### src/hdl/subtitle_cue_stream_parser_assert.svh
// Assertion macros shared by the subtitle cue stream parser RTL.
`ifndef SUBTITLE_CUE_STREAM_PARSER_ASSERT_SVH
`define SUBTITLE_CUE_STREAM_PARSER_ASSERT_SVH

// Same-cycle implication, checked on the rising clock edge outside reset.
`define SCP_ASSERT_IMPL(label, ante, cons, msg) \
   label: assert property (@(posedge clock) disable iff (reset) (ante) |-> (cons)) \
      else $error(msg);

// Next-cycle implication, checked on the rising clock edge outside reset.
`define SCP_ASSERT_NEXT(label, ante, cons, msg) \
   label: assert property (@(posedge clock) disable iff (reset) (ante) |=> (cons)) \
      else $error(msg);

`endif

### src/hdl/scp_pkg.sv
// Types, constants and the time weight table of the subtitle cue stream parser.
package scp_pkg;

   localparam logic [7:0] NEWLINE    = 8'd10;
   localparam logic [7:0] CHAR_ZERO  = 8'd48;
   localparam logic [7:0] CHAR_NINE  = 8'd57;
   localparam logic [5:0] COLUMN_MAX = 6'd63;
   localparam int END_TIME_COLUMN    = 17;
   localparam int TIME_FIELD_LEN     = 12;
   localparam int QUEUE_DEPTH_DEF    = 2;
   localparam int ID_W               = 32;
   localparam int MS_W               = 29;

   typedef enum logic [1:0] {
      PHASE_ID,
      PHASE_TIME,
      PHASE_TEXT
   } phase_type;

   typedef enum logic [2:0] {
      OP_TEXT,
      OP_LINE_END,
      OP_CUE,
      OP_ID_DIGIT,
      OP_TIME
   } op_type;

   typedef enum logic [1:0] {
      KIND_TEXT,
      KIND_LINE_END,
      KIND_CUE
   } kind_type;

   // Work item handed from the front to the back.
   typedef struct packed {
      op_type            op;
      logic [7:0]        ch;
      logic [3:0]        digit;
      logic [MS_W-1:0]   start_add;
      logic [MS_W-1:0]   end_add;
   } cmd_type;

   typedef struct packed {
      kind_type          kind;
      logic [7:0]        text_char;
      logic [ID_W-1:0]   cue_number;
      logic [MS_W-1:0]   start_ms;
      logic [MS_W-1:0]   end_ms;
   } rsp_type;

   // Millisecond weight of a digit at each place of "hh:mm:ss,mmm".
   function automatic logic [25:0] time_weight(input logic [3:0] idx);
      logic [25:0] w;
      unique case (idx)
         4'd0:    w = 26'd36000000;
         4'd1:    w = 26'd3600000;
         4'd3:    w = 26'd600000;
         4'd4:    w = 26'd60000;
         4'd6:    w = 26'd10000;
         4'd7:    w = 26'd1000;
         4'd9:    w = 26'd100;
         4'd10:   w = 26'd10;
         4'd11:   w = 26'd1;
         default: w = 26'd0;
      endcase
      return w;
   endfunction

endpackage

### src/hdl/scp_fifo.sv
// Small first-in first-out queue of packed items.
module scp_fifo
   import scp_pkg::*;
#(
   parameter int WIDTH = 8,
   parameter int DEPTH = QUEUE_DEPTH_DEF
) (
   input  logic             clock,
   input  logic             reset,
   input  logic             push,
   input  logic [WIDTH-1:0] din,
   output logic             full,
   input  logic             pop,
   output logic [WIDTH-1:0] dout,
   output logic             empty
);

   localparam int PTR_W = (DEPTH > 1) ? $clog2(DEPTH) : 1;
   localparam int CNT_W = $clog2(DEPTH + 1);
   localparam logic [PTR_W-1:0] PTR_LAST = PTR_W'(DEPTH - 1);
   localparam logic [CNT_W-1:0] CNT_FULL = CNT_W'(DEPTH);

   logic [WIDTH-1:0] mem_ff [DEPTH];
   logic [PTR_W-1:0] wr_ptr_ff, wr_ptr_in;
   logic [PTR_W-1:0] rd_ptr_ff, rd_ptr_in;
   logic [CNT_W-1:0] count_ff, count_in;
   logic             push_ok, pop_ok;

   assign full    = (count_ff == CNT_FULL);
   assign empty   = (count_ff == '0);
   assign push_ok = push && !full;
   assign pop_ok  = pop && !empty;
   assign dout    = mem_ff[rd_ptr_ff];

   always_comb begin
      wr_ptr_in = wr_ptr_ff;
      rd_ptr_in = rd_ptr_ff;
      count_in  = count_ff;
      if (push_ok) begin
         wr_ptr_in = (wr_ptr_ff == PTR_LAST) ? '0 : wr_ptr_ff + 1'b1;
      end
      if (pop_ok) begin
         rd_ptr_in = (rd_ptr_ff == PTR_LAST) ? '0 : rd_ptr_ff + 1'b1;
      end
      if (push_ok && !pop_ok) begin
         count_in = count_ff + 1'b1;
      end else if (pop_ok && !push_ok) begin
         count_in = count_ff - 1'b1;
      end
   end

   always_ff @(posedge clock) begin
      if (reset) begin
         wr_ptr_ff <= '0;
         rd_ptr_ff <= '0;
         count_ff  <= '0;
      end else begin
         wr_ptr_ff <= wr_ptr_in;
         rd_ptr_ff <= rd_ptr_in;
         count_ff  <= count_in;
      end
   end

   always_ff @(posedge clock) begin
      if (push_ok) begin
         mem_ff[wr_ptr_ff] <= din;
      end
   end

endmodule

### src/hdl/scp_front.sv
// Front end: tracks line phase and column; some bytes become work items.
module scp_front
   import scp_pkg::*;
(
   input  logic       clock,
   input  logic       reset,
   input  logic       push,
   input  logic [7:0] char_in,
   input  logic       queue_full,
   output logic       enq,
   output cmd_type    cmd
);

   localparam logic [5:0] END_COL  = 6'(END_TIME_COLUMN);
   localparam logic [5:0] FIELD_LEN = 6'(TIME_FIELD_LEN);

   phase_type  phase_ff, phase_in;
   logic [5:0] column_ff, column_in;
   logic       accept;
   logic       is_digit;
   logic [3:0] digit;
   logic [5:0] end_off;
   logic [3:0] start_idx, end_idx;
   logic       start_hit, end_hit;
   logic [29:0] start_prod, end_prod;

   assign accept    = push && !queue_full;
   assign is_digit  = (char_in >= CHAR_ZERO) && (char_in <= CHAR_NINE);
   assign digit     = 4'(char_in - CHAR_ZERO);
   assign end_off   = column_ff - END_COL;
   assign start_hit = (column_ff < FIELD_LEN);
   assign end_hit   = (column_ff >= END_COL) && (end_off < FIELD_LEN);
   assign start_idx = column_ff[3:0];
   assign end_idx   = end_off[3:0];
   assign start_prod = start_hit ? 30'(digit) * 30'(time_weight(start_idx)) : '0;
   assign end_prod   = end_hit   ? 30'(digit) * 30'(time_weight(end_idx))   : '0;

   always_ff @(posedge clock) begin
      if (reset) begin
         phase_ff  <= PHASE_ID;
         column_ff <= '0;
      end else begin
         phase_ff  <= phase_in;
         column_ff <= column_in;
      end
   end

   always_comb begin
      phase_in      = phase_ff;
      column_in     = column_ff;
      enq           = 1'b0;
      cmd.op        = OP_TEXT;
      cmd.ch        = char_in;
      cmd.digit     = digit;
      cmd.start_add = start_prod[MS_W-1:0];
      cmd.end_add   = end_prod[MS_W-1:0];
      if (accept) begin
         if (char_in == NEWLINE) begin
            if (column_ff == '0) begin
               // empty line closes the cue
               enq      = 1'b1;
               cmd.op   = OP_CUE;
               phase_in = PHASE_ID;
            end else begin
               column_in = '0;
               unique case (phase_ff)
                  PHASE_TIME: phase_in = PHASE_TEXT;
                  PHASE_TEXT: begin
                     enq    = 1'b1;
                     cmd.op = OP_LINE_END;
                  end
                  default:    phase_in = PHASE_TIME;
               endcase
            end
         end else begin
            if (column_ff != COLUMN_MAX) begin
               column_in = column_ff + 1'b1;
            end
            unique case (phase_ff)
               PHASE_TEXT: enq = 1'b1;
               PHASE_TIME: begin
                  enq    = is_digit && (start_hit || end_hit);
                  cmd.op = OP_TIME;
               end
               default: begin
                  enq    = is_digit;
                  cmd.op = OP_ID_DIGIT;
               end
            endcase
         end
      end
   end

endmodule

### src/hdl/scp_back.sv
// Back end: gathers cue id and times, builds result items.
module scp_back
   import scp_pkg::*;
(
   input  logic    clock,
   input  logic    reset,
   input  logic    queue_empty,
   input  cmd_type cmd,
   output logic    queue_pop,
   input  logic    rsp_full,
   output logic    rsp_push,
   output rsp_type rsp
);

   logic [ID_W-1:0] id_ff, id_in;
   logic [MS_W-1:0] start_ff, start_in;
   logic [MS_W-1:0] end_ff, end_in;
   logic [ID_W+3:0] id_x10;
   logic            run;

   assign run    = !queue_empty && !rsp_full;
   assign id_x10 = ({4'b0, id_ff} << 3) + ({4'b0, id_ff} << 1) + (ID_W + 4)'(cmd.digit);

   always_comb begin
      queue_pop      = run;
      rsp_push       = 1'b0;
      id_in          = id_ff;
      start_in       = start_ff;
      end_in         = end_ff;
      rsp.kind       = KIND_TEXT;
      rsp.text_char  = '0;
      rsp.cue_number = '0;
      rsp.start_ms   = '0;
      rsp.end_ms     = '0;
      if (run) begin
         unique case (cmd.op)
            OP_TEXT: begin
               rsp_push      = 1'b1;
               rsp.text_char = cmd.ch;
            end
            OP_LINE_END: begin
               rsp_push = 1'b1;
               rsp.kind = KIND_LINE_END;
            end
            OP_CUE: begin
               rsp_push       = 1'b1;
               rsp.kind       = KIND_CUE;
               rsp.cue_number = id_ff;
               rsp.start_ms   = start_ff;
               rsp.end_ms     = end_ff;
               id_in          = '0;
               start_in       = '0;
               end_in         = '0;
            end
            OP_ID_DIGIT: begin
               // saturate at all ones
               id_in = (|id_x10[ID_W+3:ID_W]) ? '1 : id_x10[ID_W-1:0];
            end
            OP_TIME: begin
               start_in = start_ff + cmd.start_add;
               end_in   = end_ff + cmd.end_add;
            end
            default: ;
         endcase
      end
   end

   always_ff @(posedge clock) begin
      if (reset) begin
         id_ff    <= '0;
         start_ff <= '0;
         end_ff   <= '0;
      end else begin
         id_ff    <= id_in;
         start_ff <= start_in;
         end_ff   <= end_in;
      end
   end

endmodule

### src/hdl/subtitle_cue_stream_parser.sv
// Top level of the subtitle cue stream parser.
//
//  channel | ports                       | accepted when
//  --------+-----------------------------+---------------------
//  input   | req_push, req_full, req_*   | req_push && !req_full
//  result  | rsp_empty, rsp_pop, rsp_*   | rsp_pop && !rsp_empty
//
// One byte is taken per cycle while req_full is low; its result passes the front,
// the command queue, the back and the result queue, and is registered in both
// queues before it shows on the rsp_ ports and can be popped.
// The command queue of QUEUE_DEPTH entries sets req_full; the back stalls while
// the result queue is full. Synchronous reset clears phase, column, the cue
// fields and both queues.
`include "subtitle_cue_stream_parser_assert.svh"

module subtitle_cue_stream_parser
   import scp_pkg::*;
#(
   parameter int QUEUE_DEPTH = QUEUE_DEPTH_DEF
) (
   input  logic            clock,
   input  logic            reset,
   input  logic            req_push,
   output logic            req_full,
   input  logic [7:0]      req_char_in,
   output logic            rsp_empty,
   input  logic            rsp_pop,
   output logic [1:0]      rsp_kind,
   output logic [7:0]      rsp_text_char,
   output logic [ID_W-1:0] rsp_cue_number,
   output logic [MS_W-1:0] rsp_start_ms,
   output logic [MS_W-1:0] rsp_end_ms
);

   localparam int CMD_W = $bits(cmd_type);
   localparam int RSP_W = $bits(rsp_type);

   logic    front_enq;
   cmd_type front_cmd;
   logic    cmd_full, cmd_empty, cmd_pop;
   cmd_type cmd_head;
   logic    out_full, out_push;
   rsp_type out_item;
   rsp_type out_head;

   scp_front u_front (
      .clock      (clock),
      .reset      (reset),
      .push       (req_push),
      .char_in    (req_char_in),
      .queue_full (cmd_full),
      .enq        (front_enq),
      .cmd        (front_cmd)
   );

   scp_fifo #(
      .WIDTH (CMD_W),
      .DEPTH (QUEUE_DEPTH)
   ) u_cmd_queue (
      .clock (clock),
      .reset (reset),
      .push  (front_enq),
      .din   (front_cmd),
      .full  (cmd_full),
      .pop   (cmd_pop),
      .dout  (cmd_head),
      .empty (cmd_empty)
   );

   scp_back u_back (
      .clock       (clock),
      .reset       (reset),
      .queue_empty (cmd_empty),
      .cmd         (cmd_head),
      .queue_pop   (cmd_pop),
      .rsp_full    (out_full),
      .rsp_push    (out_push),
      .rsp         (out_item)
   );

   scp_fifo #(
      .WIDTH (RSP_W),
      .DEPTH (QUEUE_DEPTH)
   ) u_rsp_queue (
      .clock (clock),
      .reset (reset),
      .push  (out_push),
      .din   (out_item),
      .full  (out_full),
      .pop   (rsp_pop),
      .dout  (out_head),
      .empty (rsp_empty)
   );

   assign req_full       = cmd_full;
   assign rsp_kind       = out_head.kind;
   assign rsp_text_char  = out_head.text_char;
   assign rsp_cue_number = out_head.cue_number;
   assign rsp_start_ms   = out_head.start_ms;
   assign rsp_end_ms     = out_head.end_ms;

   `SCP_ASSERT_IMPL(a_cmd_no_overflow, front_enq, !cmd_full, "command queue overflow")
   `SCP_ASSERT_IMPL(a_rsp_no_overflow, out_push, !out_full, "result queue overflow")
   `SCP_ASSERT_NEXT(a_enq_lands, front_enq, !cmd_empty, "queued item lost")
   `SCP_ASSERT_IMPL(a_no_text, !rsp_empty && rsp_kind != KIND_TEXT, rsp_text_char == '0, "stray")

endmodule

### config.mk
export PLATFORM = sky130hd
export DESIGN_NAME = subtitle_cue_stream_parser
export DESIGN_NICKNAME = d
export VERILOG_FILES = /design/src/hdl/scp_pkg.sv /design/src/hdl/scp_fifo.sv /design/src/hdl/scp_front.sv /design/src/hdl/scp_back.sv /design/src/hdl/subtitle_cue_stream_parser.sv
export VERILOG_INCLUDE_DIRS = /design/src /design/src/hdl
export SDC_FILE = /design/constraint.sdc
export NUM_CORES = 1
export LEC_CHECK = 0
export CORE_MARGIN = 2
export CORE_UTILIZATION = 50
export DETAILED_ROUTE_END_ITERATION = 8
export DONT_BUFFER_PORTS = 1
export MAX_ROUTING_LAYER = met4
export PLACE_DENSITY = 0.63
export SKIP_LAST_GASP = 1
export SLEW_MARGIN = 20
export SYNTH_ARGS = -nofsm -noshare
export SYNTH_HDL_FRONTEND = slang
export SYNTH_HIERARCHICAL = 1
export SYNTH_SLANG_ARGS = --single-unit
### constraint.sdc
create_clock -name clock -period 6.69 [get_ports clock]
set_input_delay 0.669 -clock clock [delete_from_list [all_inputs] [get_ports clock]]
set_output_delay 0.669 -clock clock [all_outputs]
set_load 0.1 [all_outputs]
==> flow_summary_export.csv, run 1 <==
group,metric,value,unit
status,run_status,"complete, no violations",
global_routing,grt.total_usage,22.0,%
pwr,power.switching,0.00249,W
sta,maxSlewViolCount,0,
placed_design,place_ws,1.18,ns
yosys,avgSynthCellArea,10.9,um^2
layout,post-route-util,54.5,%
pwr,pwr-share-seq,41.7,%
sta,tightestPinTransition,1.06,ns
floorplan,initial_core_util,50.7,%
sta,hold_viol_final,0,
cts,hold_buffers,0,
yosys,synth_largest_area_cell,"edfxtp_1",
sta,postLayoutSetupSlackWorst,1.12,ns
critical_path,critical_path.cell_chain,"inv_1 -> ha_1 -> xnor2_1 -> nand2_1 -> a21oi_1 -> and2_1 -> inv_1 -> fa_1 -> fa_1 -> inv_1 -> ha_1 -> a21o_1 -> a21o_1 -> a311o_1 -> a21oi_1 -> o221ai_1 -> o21a_1 -> nor3_1",
yosys,synth.most_common_cell,"edfxtp_1",
job,max_cap_violations,0,
placed_design,hpwl,46900,um
floorplan,design.die.area,0.0605,mm^2
critical_path,cp_num_buf_inv,3,
route,drt_first_pass_iters,5,
route,antenna_left,0,
sta,maxSlewHeadroom,29.2,%
cts,worst_skew_pair.late_latency,0.59,ns
yosys,yosys.area.top_type_share,35.5,%
pwr,vdd_ir_drop_max,0.283,mV
route,totalWireLength,64700,um
critical_path,cp_data_arrival_time,5.98,ns
yosys,synth_warnings,6,
pwr,power.switching_fraction,31.6,%
cts,cts-htree-levels,2,
pwr,power-per-cell-area,250,mW/mm^2
cts,tritoncts.num_buffers,51,
pwr,p_int,0.00537,W
placed_design,placed_cell_area,0.0298,mm^2
critical_path,start_kind,"flop",
sta,finalCriticalPeriod,5.57,ns
critical_path,crit_type,"reg2reg",
min_path,hold_path.class,"in2reg",
cts,cts_setup_buffers,0,
route,drt-wirelength-per-cell,18.7,um
global_routing,total_overflow_reported_by_the_global_router,0,
yosys,synth_nets,2988,
sta,period_share,83.3,%
critical_path,slowest_stage_delay_on_critical_path,0.55,ns
cts,cts_repair_resize_count,0,
route,post-route-drc-count,0,
global_routing,pin_count_of_the_biggest_net_entering_global_routing,101,
sta,setup-violations-final,0,
yosys,synth_area,0.0293,mm^2
layout,nNetsFinal,2944,
pwr,share_comb_of_total_power,22.7,%
critical_path,crit_path_max_fanout,11,
yosys,async_reset_ff_share,0,%
layout,area_growth_syn_to_layout,7.55,%
yosys,number_of_flops_mapped_to_enable_cells_by_yosys,346,
yosys,dominantRegCellSynth,"edfxtp_1",
critical_path,worst_setup_path_end_kind,"flop",
critical_path,critical-path-top-cell-by-count,"inv_1",
yosys,synth.cells.most_frequent,"edfxtp_1, nand2_1, ha_1",
layout,drive_gt1_share,12.6,%
floorplan,chipHeight,246,um
yosys,synth_area_leaders,"edfxtp_1, dfxtp_1, ha_1",
pwr,share_clk_of_total_power,35.7,%
yosys,postSynthCellCount,2695,
floorplan,placeableCoreArea,0.0578,mm^2
layout,n_fill_cell,4998,
sta,rsz0062_at_grt,"no",
layout,finalInstanceArea,0.0315,mm^2
yosys,ys_seq_area_share,44.2,%
critical_path,critical-path-top-delay-family,"adder cells",
yosys,postSynthRegisterBits,473,
cts,clock_path_buffers,3,
sta,hold_ws,0.144,ns
global_routing,grt_pass1_wl,104000,um
cts,tritoncts,"built",
route,vias_per_cell,5.70,
route,num_vias,19700,
global_routing,via_count_of_the_first_global_routing_pass,19400,
cts,cts.sinks,473,
cts,cts.root.buffer_cell,"clkbuf_16",
sta,highest_clock_rate,179,MHz
floorplan,placement_rows,88,
global_routing,grt_antenna_before_repair,0,
sta,finClkSkew,0.0151,ns
cts,clk_pin_slew_worst_paths,0.06,ns
critical_path,cp.required,7.09,ns
floorplan,die_x,246,um
yosys,yosys.cell_types.count,100,
layout,ant_diodes,0,
floorplan,io_pins,114,
placed_design,routabilityCongestion,0.952,
pwr,leakage,12.7,nW
route,detailedRoute.firstIterationViolations,1235,
critical_path,critical_path.slowest_cell,"fa_1",
placed_design,port_buffers,0,
sta,setup_tns,0,ns
## per-layer routing
metal	vias up	global-route usage, %	routed length, um
met5	-	-	0
met4	0	5.24	1330
met3	77	3.14	2970
met2	450	33.5	28800
met1	9543	31.2	31600
li1	9633	-	-
## worst reg2reg max path, stage by stage (launching register included)
cell and delay, ns:
dfxtp_1 0.52, inv_1 0.21, ha_1 0.38, xnor2_1 0.48, nand2_1 0.27, a21oi_1 0.32
and2_1 0.28, inv_1 0.09, fa_1 0.42, fa_1 0.55, inv_1 0.05, ha_1 0.37
a21o_1 0.21, a21o_1 0.19, a311o_1 0.35, a21oi_1 0.14, o221ai_1 0.16, o21a_1 0.20
nor3_1 0.23
## power groups by stage
| stage | Clock, W | Combinational [W] | Sequential, W |
|---|---|---|---|
| after global routing | 0.00299 | 0.00192 | 0.00329 |
| after detailed placement | 0 | 0.00177 | 0.00334 |
| final | 0.00280 | 0.00178 | 0.00328 |
| after global placement | 0 | 0.00175 | 0.00334 |
| after floorplan | 0 | 0.00157 | 0.00330 |
| after CTS | 0.00288 | 0.00178 | 0.00328 |
## final cells by class
cell class              count  area, um^2  share of cell area [%]
multi-input cells        1945       15100                    48.1
flip-flops and latches    473       12900                    41.1
clock buffers              73        1430                    4.54
well taps                 765         957                    3.04
inverters                 163         614                    1.95
clock inverters            21         260                   0.826
repair buffers             17         153                   0.485
## per-stage QoR
step	std cells	total power, W
6_report	3457	0.00786
5_1_grt	3457	0.00819
4_1_cts	3457	0.00793
3_5_place_dp	3363	0.00511
3_3_place_gp	3363	0.00509
2_1_floorplan	2695	0.00487
## path summary, 6_finish.rpt
| path | start | end | slack, ns | cells past startpoint |
|---|---|---|---|---|
| max reg2reg | u_front/column_ff[0]$_SDFFE_PP0P_ | u_cmd_queue/mem_ff[0][25]$_DFFE_PP_ | 1.12 | 18 |
| max | u_front/column_ff[0]$_SDFFE_PP0P_ | u_cmd_queue/mem_ff[0][25]$_DFFE_PP_ | 1.12 | 18 |
| min | reset | u_cmd_queue/count_ff[1]$_SDFFE_PP0P_ | 0.14 | 1 |
| min reg2reg | u_back/end_ff[0]$_SDFFE_PP0P_ | u_back/end_ff[0]$_SDFFE_PP0P_ | 0.47 | 2 |
## placed cells by master, fill, tap and decap left out, types with 16 or more instances in the layout
master     Yosys  layout
a21o_1        65      65
a21oi_1      154     153
a221o_1       21      21
a22oi_1       16      16
a31oi_1       18      18
and2_1       168     166
and3_1        27      27
clkbuf_16      0      51
dfxtp_1      127     125
edfxtp_1     346     346
fa_1          82      82
ha_1         199     199
inv_1        161     159
mux2_2       173     173
nand2_1      208     208
nand3_1       57      57
nand4_1       30      30
nor2_1       172     170
nor2b_1       19      19
nor3_1        42      41
o21a_1        18      18
o21ai_0      106     106
o21bai_1      24      24
xnor2_1       68      68
xor2_1        55      55
## kinds of logic (layout without fill, tap and decap cells)
logic type,after synthesis,in the layout,synth area share (%)
compound gates,556,556,12.9
xor+xnor,125,125,3.83
fa+ha+maj,281,281,14.1
buf+inv,277,274,4.21
flops,473,473,44.2
mux,181,181,6.94
simple gates,802,802,13.9
## registers in the layout (all words and copies together), names as in the netlist, named ones only
| register | count |
|---|---|
| u_back/id_ff | 32 |
| u_cmd_queue/wr_ptr_ff | 1 |
| u_rsp_queue/rd_ptr_ff | 1 |
| u_front/phase_ff | 2 |
| u_rsp_queue/count_ff | 2 |
| u_back/end_ff | 29 |
| u_rsp_queue/mem_ff | 200 |
| u_cmd_queue/rd_ptr_ff | 1 |
| u_rsp_queue/wr_ptr_ff | 1 |
| u_front/column_ff | 6 |
| u_cmd_queue/mem_ff | 146 |
| u_back/start_ff | 29 |
| u_cmd_queue/count_ff | 2 |
(Power assumes the default switching activity.)
==> inputs of run 2 (changes only) <==
- PLACE_DENSITY: 0.63 -> 0.66
- clock period: 6.69 -> 5.05 ns (I/O delays scaled with it)
==> run 2 against run 1 <==
Clock skew grew 0.0015 ns. Final cell count grew 0.98%. Flip-flop and latch count is the same. Global-route usage grew 0.25 points. Sequential power grew 33%. Count of clock-buffer cells in the layout shrank 14. Combinational power grew 33%. Critical path depth is the same. Cell area grew 1.6%. Worst setup slack lost 0.81 ns. Via count grew 0.88%. Clock power grew 38%.
==> flow_summary_export.csv, run 2 (synthesized netlist as in run 1, its figures left out) <==
group,metric,value,unit
status,run_status,"complete, no violations",
placed_design,port_buffers,0,
cts,tritoncts.num_buffers,49,
sta,maxSlewHeadroom,25.5,%
placed_design,hpwl,47200,um
cts,worst_skew_pair.late_latency,0.60,ns
floorplan,initial_core_util,50.7,%
global_routing,grt_pass1_wl,105000,um
sta,setup-violations-final,0,
layout,finalInstanceArea,0.0320,mm^2
layout,nNetsFinal,2978,
sta,hold_viol_final,0,
layout,largest_registers,"u_rsp_queue/mem_ff x200, u_cmd_queue/mem_ff x146, u_back/id_ff x32",
layout,ant_diodes,0,
cts,cts.sinks,473,
cts,clock_path_buffers,3,
cts,clk_pin_slew_worst_paths,0.07,ns
route,num_vias,19900,
layout,post-route-util,55.3,%
critical_path,crit_path_max_fanout,9,
sta,postLayoutSetupSlackWorst,0.306,ns
global_routing,grt_antenna_before_repair,0,
floorplan,placeableCoreArea,0.0578,mm^2
floorplan,die_x,246,um
layout,area_growth_syn_to_layout,9.25,%
global_routing,grt.total_usage,22.3,%
layout,regMostFlops,"u_rsp_queue/mem_ff",
critical_path,cp_data_arrival_time,5.14,ns
global_routing,via_count_of_the_first_global_routing_pass,19800,
floorplan,design.die.area,0.0605,mm^2
critical_path,worst_setup_path_end_kind,"flop",
placed_design,placed_cell_area,0.0301,mm^2
global_routing,total_overflow_reported_by_the_global_router,0,
floorplan,chipHeight,246,um
layout,most-common-layout-cells,"edfxtp_1, nand2_1, ha_1, mux2_2, nor2_1",
pwr,leakage,12.9,nW
route,drt-wirelength-per-cell,18.8,um
cts,tritoncts,"built",
floorplan,placement_rows,88,
cts,cts-htree-levels,2,
route,totalWireLength,65600,um
pwr,power-per-cell-area,331,mW/mm^2
layout,drive_gt1_share,14.0,%
sta,maxSlewViolCount,0,
floorplan,io_pins,114,
route,post-route-drc-count,0,
sta,highest_clock_rate,211,MHz
sta,period_share,93.9,%
cts,cts.root.buffer_cell,"clkbuf_16",
sta,setup_tns,0,ns
route,antenna_left,0,
layout,n_fill_cell,4914,
sta,finalCriticalPeriod,4.74,ns
global_routing,pin_count_of_the_biggest_net_entering_global_routing,64,
critical_path,start_kind,"flop",
sta,hold_ws,0.164,ns
route,vias_per_cell,5.69,
sta,tightestPinTransition,1.11,ns
route,drt_first_pass_iters,5,
critical_path,cp.required,5.44,ns
min_path,hold_path.class,"in2reg",
layout,largest_reg_flops,200,
placed_design,place_ws,0.0525,ns
critical_path,crit_type,"reg2reg",
sta,finClkSkew,0.0165,ns
pwr,vdd_ir_drop_max,0.368,mV
layout,most_common_library_cell_in_the_layout_ignoring_fill_and_taps,"edfxtp_1",
placed_design,routabilityCongestion,0.944,
job,max_cap_violations,0,
sta,rsz0062_at_grt,"yes",
route,detailedRoute.firstIterationViolations,1125,
-- run 2: cell count changes in the layout (fill, tap and decap cells not counted), sizes merged --
cell | before | now
buf | 17 | 43
clkbuf | 73 | 59
bufinv | 4 | 8
inv | 171 | 170
dlygate4sd3 | 0 | 10
clkinvlp | 0 | 9
-- run 2: per-stage QoR --
stage               instances  power (W)
floorplan                2695    0.00645
global placement         3388    0.00673
detailed placement       3388    0.00676
CTS                      3491     0.0107
global route             3491     0.0110
finish                   3491     0.0106
-- run 2: timing repair --
action,CTS,global route
buffers inserted,0,0
hold buffers,11,0
endpoints found under the setup margin,0,28
hold endpoints to repair,47,0
gates resized for setup,0,13
-- run 2: worst max-delay path, stage by stage, from the launching register on --
cell and delay (ns):
dfxtp_1 0.31, inv_1 0.17, ha_2 0.27, buf_4 0.18, xor2_1 0.19, nand2_1 0.11
a21oi_1 0.42, nand2_1 0.14, fa_1 0.41, fa_1 0.54, inv_1 0.04, ha_1 0.28
a21o_1 0.18, a21o_1 0.19, a311o_1 0.34, a21oi_1 0.15, o221ai_1 0.16, o21a_1 0.20
nor3_1 0.26
-- run 2: cell type report --
class | count | area, um^2 | share of cell area (%)
Clock buffer | 59 | 1330 | 4.17
Clock inverter | 33 | 428 | 1.34
Inverter | 163 | 614 | 1.92
Multi-Input combinational cell | 1945 | 15200 | 47.5
Sequential cell | 473 | 12900 | 40.4
Tap cell | 765 | 957 | 2.99
Timing Repair Buffer | 53 | 523 | 1.63
-- run 2: routing by layer --
layer  global-route usage (%)  wire length, um  part of all wire [%]
met1                     30.7            31200                    48
met2                     35.0            30000                    46
met3                     2.93             3060                   4.7
met4                     5.47             1280                   1.9
met5                        -                0                     0
-- run 2: worst paths after layout --
check	from	endpoint	slack [ns]	depth (start not counted)
max	u_front/column_ff[0]$_SDFFE_PP0P_	u_cmd_queue/mem_ff[1][25]$_DFFE_PP_	0.31	18
min	reset	flop	0.16	2
max reg2reg	u_front/column_ff[0]$_SDFFE_PP0P_	u_cmd_queue/mem_ff[1][25]$_DFFE_PP_	0.31	18
min reg2reg	u_back/start_ff[27]$_SDFFE_PP0P_	u_back/start_ff[27]$_SDFFE_PP0P_	0.47	2
-- run 2: power breakdown --
group          internal (W)  switching (W)
registers           0.00426       0.000106
clock network       0.00232        0.00155
logic              0.000685        0.00168
total               0.00726        0.00333
==> inputs of run 3 (changes only) <==
- SETUP_SLACK_MARGIN: default -> 0.4
- SKIP_CTS_REPAIR_TIMING: default -> 1
==> run 3 against run 2 <==
Flip-flop and latch count did not move. Sequential power barely moved. Sequential share of layout area fell by 0.41 points. Via count rose by 0.92%. Cell area rose by 1.1%. Register-to-register slack improved by 0.18 ns. Largest cell class unchanged. Highest routed layer unchanged.
==> flow_summary_export.csv, run 3 (synthesized netlist as in run 1, its figures left out) <==
group,metric,value,unit
floorplan,io_pins,114,
pwr,design_power_total,0.0104,W
min_path,hold_path.class,"in2reg",
sta,period_share,90.4,%
placed_design,port_buffers,0,
route,met3RoutedLength,3030,um
route,totalWireLength,65900,um
pwr,power.switching,0.00328,W
sta,finalCriticalPeriod,4.57,ns
sta,highest_clock_rate,219,MHz
min_path,min-delay-start,"reset",
layout,drive_gt1_share,15.9,%
min_path,timing.hold.worst_path_depth,1,
global_routing,pin_count_of_the_biggest_net_entering_global_routing,74,
cts,cts-htree-levels,2,
pwr,share_clk_of_total_power,35.0,%
critical_path,worst_reg_to_reg_path_cell_count,17,
cts,cts.sinks,473,
pwr,pwr-share-seq,41.7,%
cts,clock_path_buffers,3,
floorplan,die_x,246,um
sta,finClkSkew,0.0192,ns
floorplan,placement_rows,88,
cts,cts.root.buffer_cell,"clkbuf_16",
route,highest-signal-layer,"met4",
pwr,share_comb_of_total_power,23.3,%
layout,largest_registers,"u_rsp_queue/mem_ff x200, u_cmd_queue/mem_ff x146, u_back/id_ff x32",
layout,post-route-util,55.9,%
status,run_status,"complete, no violations",
route,post-route-drc-count,0,
sta,maxSlewViolCount,0,
layout,ant_diodes,0,
sta,hold_viol_final,0,
route,vias_per_cell,5.72,
critical_path,crit_path_max_fanout,8,
sta,maxSlewHeadroom,26.1,%
sta,hold_ws,0.0508,ns
critical_path,cp.required,5.37,ns
cts,tritoncts.num_buffers,49,
layout,layoutNonFillerInstCount,3508,
placed_design,routabilityCongestion,0.931,
route,met1_length,31500,um
global_routing,grt.total_usage,22.0,%
floorplan,design.die.area,0.0605,mm^2
pwr,vdd_ir_drop_max,0.458,mV
layout,most_common_library_cell_in_the_layout_ignoring_fill_and_taps,"edfxtp_1",
floorplan,initial_core_util,50.7,%
critical_path,crit_type,"reg2reg",
critical_path,timing.rr.start,"u_front/column_ff[0]$_SDFFE_PP0P_",
critical_path,regToRegEndpoint,"u_cmd_queue/mem_ff[1][26]$_DFFE_PP_",
floorplan,placeableCoreArea,0.0578,mm^2
cts,tritoncts,"built",
sta,rsz0062_at_grt,"yes",
critical_path,start_kind,"flop",
global_routing,via_count_of_the_first_global_routing_pass,19900,
route,drt-wirelength-per-cell,18.8,um
sta,setup-violations-final,0,
job,max_cap_violations,0,
sta,setup_tns,0,ns
route,num_vias,20100,
sta,tightestPinTransition,1.11,ns
layout,area_growth_syn_to_layout,10.4,%
placed_design,placed_cells,3391,
cts,worst_skew_pair.late_latency,0.59,ns
pwr,leakage,13.0,nW
route,antenna_left,0,
route,met2RoutedLength,30100,um
critical_path,reg2reg_setup_slack,0.48,ns
route,drt_first_pass_iters,6,
critical_path,worst_setup_path_end_kind,"flop",
layout,nNetsFinal,2995,
global_routing,total_overflow_reported_by_the_global_router,0,
critical_path,cp_data_arrival_time,4.88,ns
min_path,worstHoldEndpoint,"u_back/start_ff[3]$_SDFFE_PP0P_",
pwr,power-per-cell-area,323,mW/mm^2
pwr,p_int,0.00717,W
placed_design,hpwl,47200,um
layout,most-common-layout-cells,"edfxtp_1, nand2_1, ha_1, mux2_2, nor2_1",
pwr,power.switching_fraction,31.4,%
layout,regMostFlops,"u_rsp_queue/mem_ff",
layout,largest_reg_flops,200,
route,detailedRoute.firstIterationViolations,1295,
cts,clk_pin_slew_worst_paths,0.06,ns
global_routing,grt_antenna_before_repair,1,
global_routing,grt_pass1_wl,105000,um
floorplan,chipHeight,246,um
==> run 3: changes by cell type in the layout (fill, tap and decap cells not counted), sizes merged <==
cell         change
a31oi            +1
buf             +16
bufinv           -4
clkbuf          +19
clkinv           -1
clkinvlp         -8
dlygate4sd3      -1
inv              -5
==> run 3: per-stage QoR <==
step	area, um^2	setup WS, ns
after floorplan	29300	0.422
after global placement	30100	0.275
after detailed placement	30100	0.0817
after CTS	31700	0.0619
after global routing	32300	0.309
final	32300	0.484
==> run 3: area by class of cell <==
class	count	area (um^2)
Fill cell	4895	25500
Multi-Input combinational cell	1946	15500
Sequential cell	473	12900
Clock buffer	77	1440
Tap cell	765	957
Timing Repair Buffer	69	636
Inverter	163	614
Clock inverter	15	209
==> run 3: metal layers <==
metal	vias up	global-route usage (%)
met5	-	-
met4	0	5.22
met3	86	3.06
met2	478	34.7
met1	9757	30.1
li1	9738	-
==> run 3: how the worst max path moves through the flow <==
stage                     depth (start not counted)  slack (ns)                                   to                         startpoint
final                                            17        0.48  u_cmd_queue/mem_ff[1][26]$_DFFE_PP_  u_front/column_ff[0]$_SDFFE_PP0P_
after global routing                             17        0.31  u_cmd_queue/mem_ff[1][26]$_DFFE_PP_  u_front/column_ff[0]$_SDFFE_PP0P_
after floorplan                                  19        0.42  u_cmd_queue/mem_ff[0][24]$_DFFE_PP_  u_front/column_ff[0]$_SDFFE_PP0P_
after detailed placement                         18        0.08  u_cmd_queue/mem_ff[1][25]$_DFFE_PP_  u_front/column_ff[1]$_SDFFE_PP0P_
after CTS                                        18        0.06  u_cmd_queue/mem_ff[0][25]$_DFFE_PP_  u_front/column_ff[1]$_SDFFE_PP0P_
after global placement                           18        0.27  u_cmd_queue/mem_ff[0][25]$_DFFE_PP_  u_front/column_ff[1]$_SDFFE_PP0P_
==> run 3: power by group through the flow <==
| stage | sequential [W] | clock [W] | combinational (W) |
|---|---|---|---|
| 6_report | 0.00436 | 0.00365 | 0.00244 |
| 5_1_grt | 0.00437 | 0.00389 | 0.00263 |
| 4_1_cts | 0.00436 | 0.00374 | 0.00234 |
| 3_5_place_dp | 0.00444 | 0 | 0.00233 |
| 3_3_place_gp | 0.00444 | 0 | 0.00231 |
| 2_1_floorplan | 0.00437 | 0 | 0.00209 |
==> run 3: critical path, cell delays in order, from the launching register on <==
cell and delay, ns:
dfxtp_4 0.40, inv_2 0.07, ha_4 0.20, xnor2_4 0.32, nand2_4 0.13, nor3_1 0.59, fa_1 0.53, inv_1 0.08
fa_1 0.41, inv_1 0.07, ha_2 0.31, a21o_1 0.21, a21o_1 0.18, a21oi_1 0.23, o21a_1 0.20, o22ai_2 0.11
xnor2_1 0.17, nor2_1 0.08
